## src/hw/rtl/sas_pkg.sv

```systemverilog
// package with shared types, codes and defaults of the segmented arena allocator
`timescale 1ns / 1ps
`default_nettype none

package sas_pkg;

    localparam int NUM_SEGMENTS_DEF  = 256;
    localparam int SEGMENT_BYTES_DEF = 8192;

    localparam int CMD_W    = 2;
    localparam int REQ_W    = 14;
    localparam int SEG_ID_W = 8;
    localparam int OFF_W    = 14;

    localparam logic [CMD_W-1:0] CMD_ALLOC  = 2'd0;
    localparam logic [CMD_W-1:0] CMD_FREEZE = 2'd1;
    localparam logic [CMD_W-1:0] CMD_RESET  = 2'd2;
    localparam logic [CMD_W-1:0] CMD_NOP    = 2'd3;

    typedef enum logic [3:0] {
        S_INIT,
        S_IDLE,
        S_A_LDS,
        S_A_RD,
        S_A_CHK,
        S_A_WRK,
        S_A_WRS,
        S_CLR,
        S_DONE
    } t_state;

    // controller to datapath
    typedef struct packed {
        logic init_step;
        logic accept;
        logic rd_ss;
        logic ld_ss;
        logic rd_k;
        logic set_err;
        logic chk;
        logic wr_k;
        logic wr_ss;
        logic clr_step;
        logic clr_end;
        logic freeze;
        logic finish;
    } t_dp_cmd;

    // datapath to controller
    typedef struct packed {
        logic init_last;
        logic k_at_end;
        logic k_at_ut;
        logic fits;
        logic out_free;
    } t_dp_stat;

endpackage

`default_nettype wire

```

## src/hw/rtl/sas_ctrl.sv

```systemverilog
// controller state machine of the segmented arena allocator
`timescale 1ns / 1ps
`default_nettype none

module sas_ctrl
    import sas_pkg::*;
(
    input  wire logic             i_clk,
    input  wire logic             i_rst_n,
    input  wire logic             i_in_valid,
    input  wire logic [CMD_W-1:0] i_in_cmd,
    input  wire t_dp_stat         i_stat,
    output logic                  o_in_ready,
    output t_dp_cmd               o_cmd
);

    t_state r_state;
    t_state n_state;

    always_ff @(posedge i_clk) begin
        if (!i_rst_n) begin
            r_state <= S_INIT;
        end else begin
            r_state <= n_state;
        end
    end

    // next state
    always_comb begin
        n_state = r_state;
        unique case (r_state)
            S_INIT: begin
                if (i_stat.init_last) n_state = S_IDLE;
            end
            S_IDLE: begin
                if (i_in_valid) begin
                    if (i_in_cmd == CMD_ALLOC) begin
                        n_state = S_A_LDS;
                    end else if (i_in_cmd == CMD_RESET) begin
                        n_state = S_CLR;
                    end else begin
                        n_state = S_DONE;
                    end
                end
            end
            S_A_LDS: n_state = S_A_RD;
            S_A_RD: begin
                n_state = i_stat.k_at_end ? S_DONE : S_A_CHK;
            end
            S_A_CHK: begin
                n_state = i_stat.fits ? S_A_WRK : S_A_RD;
            end
            S_A_WRK: n_state = S_A_WRS;
            S_A_WRS: n_state = S_DONE;
            S_CLR: begin
                if (i_stat.k_at_ut) n_state = S_DONE;
            end
            S_DONE: begin
                if (i_stat.out_free) n_state = S_IDLE;
            end
            default: n_state = S_INIT;
        endcase
    end

    // outputs
    always_comb begin
        o_cmd      = '0;
        o_in_ready = 1'b0;
        unique case (r_state)
            S_INIT: o_cmd.init_step = 1'b1;
            S_IDLE: begin
                o_in_ready = 1'b1;
                if (i_in_valid) begin
                    o_cmd.accept = 1'b1;
                    o_cmd.rd_ss  = (i_in_cmd == CMD_ALLOC);
                    o_cmd.freeze = (i_in_cmd == CMD_FREEZE);
                end
            end
            S_A_LDS: o_cmd.ld_ss = 1'b1;
            S_A_RD: begin
                if (i_stat.k_at_end) begin
                    o_cmd.set_err = 1'b1;
                end else begin
                    o_cmd.rd_k = 1'b1;
                end
            end
            S_A_CHK: o_cmd.chk = 1'b1;
            S_A_WRK: o_cmd.wr_k = 1'b1;
            S_A_WRS: o_cmd.wr_ss = 1'b1;
            S_CLR: begin
                if (i_stat.k_at_ut) begin
                    o_cmd.clr_end = 1'b1;
                end else begin
                    o_cmd.clr_step = 1'b1;
                end
            end
            S_DONE: o_cmd.finish = i_stat.out_free;
            default: o_cmd = '0;
        endcase
    end

endmodule

`default_nettype wire

```

## config.mk

```make
export PLATFORM = sky130hd
export DESIGN_NAME = sas_ctrl
export DESIGN_NICKNAME = d
export VERILOG_FILES = /design/src/hw/rtl/sas_pkg.sv /design/src/hw/rtl/sas_ctrl.sv
export SDC_FILE = /design/constraint.sdc
export NUM_CORES = 1
export LEC_CHECK = 0
export BUFFER_PORTS_ARGS = -buffer_cell sky130_fd_sc_hd__buf_4
export CAP_MARGIN = 20
export CORE_AREA = 2 2 39 41
export CTS_BUF_LIST = sky130_fd_sc_hd__clkbuf_8
export DETAILED_ROUTE_END_ITERATION = 7
export DIE_AREA = 0 0 41 43
export PLACE_DENSITY = 0.61
export SLEW_MARGIN = 15
export SYNTH_ARGS = -nofsm -noshare
export SYNTH_HDL_FRONTEND = slang
export SYNTH_SLANG_ARGS = --single-unit
```

## constraint.sdc

```tcl
create_clock -name i_clk -period 3.3 [get_ports i_clk]
set_input_delay 0.165 -clock i_clk [delete_from_list [all_inputs] [get_ports i_clk]]
set_output_delay 0.165 -clock i_clk [all_outputs]
set_load 0.02 [all_outputs]
```

# After elaboration in Yosys (flattened, before gate mapping)
# Cells that the tools add are included.
[totals]
out_inout_bits = 14
ff_bits = 4
elab_cells = 44
[op_classes]
reduce_logical = 3
n_eq_ne = 14
mux = 26
[ops]
columns = ["op", "n"]
rows = [
  ["$pmux 4 s9", 1],
  ["$mux 4", 7],
  ["$eq 4x3->1 const B", 4],
  ["$mux 1", 13],
  ["$eq 4x2->1 const B", 2],
  ["$mux 2", 4],
  ["$ne 2x2->1 const B", 4],
  ["$eq 4x1->1 const B", 1],
  ["$eq 4x4->1 const B", 1],
  ["$logic_not 4->1", 1],
  ["$reduce_and 4->1", 1],
  ["$mux 3", 1],
  ["$eq 2x1->1 const B", 1],
  ["$eq 2x2->1 const B", 1],
  ["$logic_not 2->1", 1],
]

# Longest topological paths before layout
[logic_depth]
ltp_word = 5
ltp_mapped = 5
ltp_nobuf = 4

# Worst setup path before layout
# No wires, ideal clock.
[synth_timing]
path_kind = "register to output"
from = "register r_state[2]"
to = "output port o_cmd[1] in the netlist's numbering"
arrival_ps = 1771
stages_incl_launch_ff = 5
path_buffers = 1
required_ps = 3135
slack_ps = 1364
cell_sequence = "dfxtp_1 > buf_2 > nor3_1 > nand2_1 > nor3b_1"
[synth_rtl]
columns = ["item", "line", "text"]
rows = [
  ["start: declaration", "sas_ctrl.sv:17", "t_state r_state;"],
  ["start signal: assignment", "sas_ctrl.sv:24", "r_state <= n_state;"],
  ["end: declaration", "sas_ctrl.sv:14", "output t_dp_cmd o_cmd"],
]

==> impl_metrics.toml <==
[drt]
ant_nets = 0
first_pass_iters = 4
drt-initial-drc-count = 8
vias = 508
wl_per_cell_um = 11.2
route.detailed.drc = 0
routed_via_density = 5.03
drt_wl_total_um = 1140

[timing]
clock_skew_ps = 3.37
tightest_slew_ps = 451
rsz0062_at_grt = "no"
relSlewSlack_pct = 69.9
final_hold_viol_count = 0
setup_slack_ps = 1480
tns_ps = 0
drv_slew = 0
fmax_mhz = 550
fin_crit_ps = 1820
setup_viol = 0
fin_crit_sh_pct = 55.1

[worst_setup_path]
end_kind = "output port"
slowest_delay_ps = 590
cp.arrival_ps = 1650
cp-start-kind = "flip-flop"
crit_chain = "nand2b_1 > nor3_1 > nand2_1 > nor3b_1 > buf_4"
cp_max_fo = 14
cp_slowest_cell = "dfxtp_1"
path_class = "reg2out"
ff2ff_path_depth = 3
worst_ep_required_time_ps = 3130
reg2reg_slack_ps = 1760
rr_startpoint = "r_state[2]"
r2r-end = "r_state[2]"

[yosys]
synthXorXnorAreaFrac_pct = 0
yosys_warnings = 0
ys_ff_latch = 4
yosysSeqAreaShare_pct = 19.0
synthesis.nets = 73
synth_most_common_cell = "inv_1"
synth-compound-area-share_pct = 25.0
synth-adder-area-share_pct = 0
netlist_area_um2 = 420
synth_top_family_by_area = "simple AND/OR/NAND/NOR gates"
async_flop_share_pct = 0
synth_cell_types = 29
synth_area_leaders = "dfxtp_1 (19%), nor3_1 (8.3%), inv_1 (7.1%)"
syn_inst = 63
synth-simple-area-share_pct = 43.5
yosysTopAreaCell = "dfxtp_1"
yosysTopAreaCellShare_pct = 19.0
ys.flop_type = "dfxtp_1"
synth.avg_cell_area_um2 = 6.67
synth_edf_count = 0
ys_top_cells_by_count = "inv_1 (8), nor3_1 (7), a21oi_1 (5), nor2_1 (5)"
synthMuxAreaShare_pct = 0

[global_route]
antenna_found_initial = 0
grt_pass1_vias = 429
grt_overflow_total = 0
grt_pass1_wl_um = 1790
grt_max_degree = 15
grt_usage_pct = 14.0

[hold_path]
hold_end = "r_state[2]"
hp-start = "i_rst_n"
hold_class = "in2reg"
hold_depth = 2

[final_layout]
largest_reg_flops = 4
diodes = 0
largest-register = "r_state"
layout-drive-gt1-share_pct = 34.1
nNetsFinal = 97
top_regs = "r_state (4)"
syn_to_final_growth_pct = 50.3
fill_cells = 158

[placement]
portBuffers = 23
place_congestion = 0.800
dp_slack_ps = 1670
dp_hpwl_um = 919

[clock_network]
clk_latency_ps = 210
cts_setup_buffers = 0
cts_resized = 0
cts_tree = "yes"
clkTransAtPathRegs_ps = 30
clock_sinks = 4
clk_path_buf_depth = 2
htreeDepth = 1
cts_hold_buf = 0
clock-root-buffer = "clkbuf_8"
numCtsBuffers = 3

[floorplan]
die_h_um = 43
ios = 24
fp.dieW_um = 41
dieArea_um2 = 1760
core_um2 = 1380
core.rowCount = 14
start_util_pct = 30.4

[status]
status = "finished clean"

[power]
peakVddDrop_uv = 314
leakagePower_nw = 0.285
power_density_nw_per_um2 = 424

[run]
drv_cap = 0
metal layers:
| metal | routed length [um] | up-vias | global-route usage (%) |
|---|---|---|---|
| li1 | - | 273 | - |
| met2 | 501 | 14 | 20.9 |
| met4 | 0 | 0 | 2.00 |
| met5 | 0 | - | 0 |
| met3 | 77 | 0 | 1.57 |
| met1 | 556 | 221 | 21.5 |
logic make-up after synthesis:
logic type	after synthesis
simple gates	31
buf+inv	12
compound gates	16
flops	4
report_power, final:
part	leakage, nW	internal, W	switching (W)
clock	0.0216	0.0000776	0.0000227
combinational	0.230	0.0000451	0.0000518
sequential	0.0327	0.0000538	0.0000168
total	0.285	0.000176	0.0000913
layout by cell type (no fill, tap or decap):
cell type,Yosys,layout
nand3b_1,1,1
nand2_1,1,1
buf_4,1,23
nand2b_1,4,4
o211ai_1,1,1
o21ai_0,1,1
a221oi_1,1,1
or4b_1,1,1
nand3_1,1,1
dfxtp_1,4,4
or2_1,1,1
a211oi_1,1,1
nor3_2,2,2
nor3b_1,1,1
nor2_1,5,5
or3_1,1,1
nand2_2,1,1
o21ai_1,1,1
nor4_1,3,3
clkbuf_8,0,3
a32o_1,1,1
nor3_1,7,7
o22ai_1,3,3
a21oi_1,5,5
and3_1,1,1
a211o_1,1,1
inv_1,8,8
nor2b_1,1,1
a22o_1,1,1
per-stage QoR:
stage,std cells,hold slack (ps),total power (W),area (um^2),utilization (%)
floorplan,63,291,0.000133,420,-
global placement,98,389,0.000169,591,42.7
detailed placement,98,394,0.000168,591,42.7
CTS,101,173,0.000271,632,45.7
global route,101,183,0.000286,632,45.7
finish,101,173,0.000268,632,45.7
cell type report:
type                       count  area, um^2  area share [%]
timing repair buffer          23         173            27.3
sequential                     4        80.1            12.7
inverter                       8        30.0            4.75
multi-input combinational     47         288            45.5
clock buffer                   3        41.3            6.53
tap                           16        20.0            3.17
worst max path at each step:
| stage | start | endpoint | slack, ps | cells past startpoint |
|---|---|---|---|---|
| 6_report | r_state[0] | o_cmd[1] | 1480 | 5 |
| 5_1_grt | r_state[0] | o_cmd[1] | 1370 | 5 |
| 4_1_cts | r_state[0] | o_cmd[1] | 1450 | 5 |
| 3_5_place_dp | r_state[0] | o_cmd[1] | 1670 | 5 |
| 3_3_place_gp | r_state[0] | o_cmd[1] | 1700 | 5 |
| 2_1_floorplan | r_state[2] | o_cmd[1] | 1360 | 4 |
worst max-delay path: cells and delay by family (launching register included):
kind                   cells  cell delay, ps
DFF                        1             590
and+or+nand+nor            4             690
buffers and inverters      1             170
(Power assumes the default switching activity.)
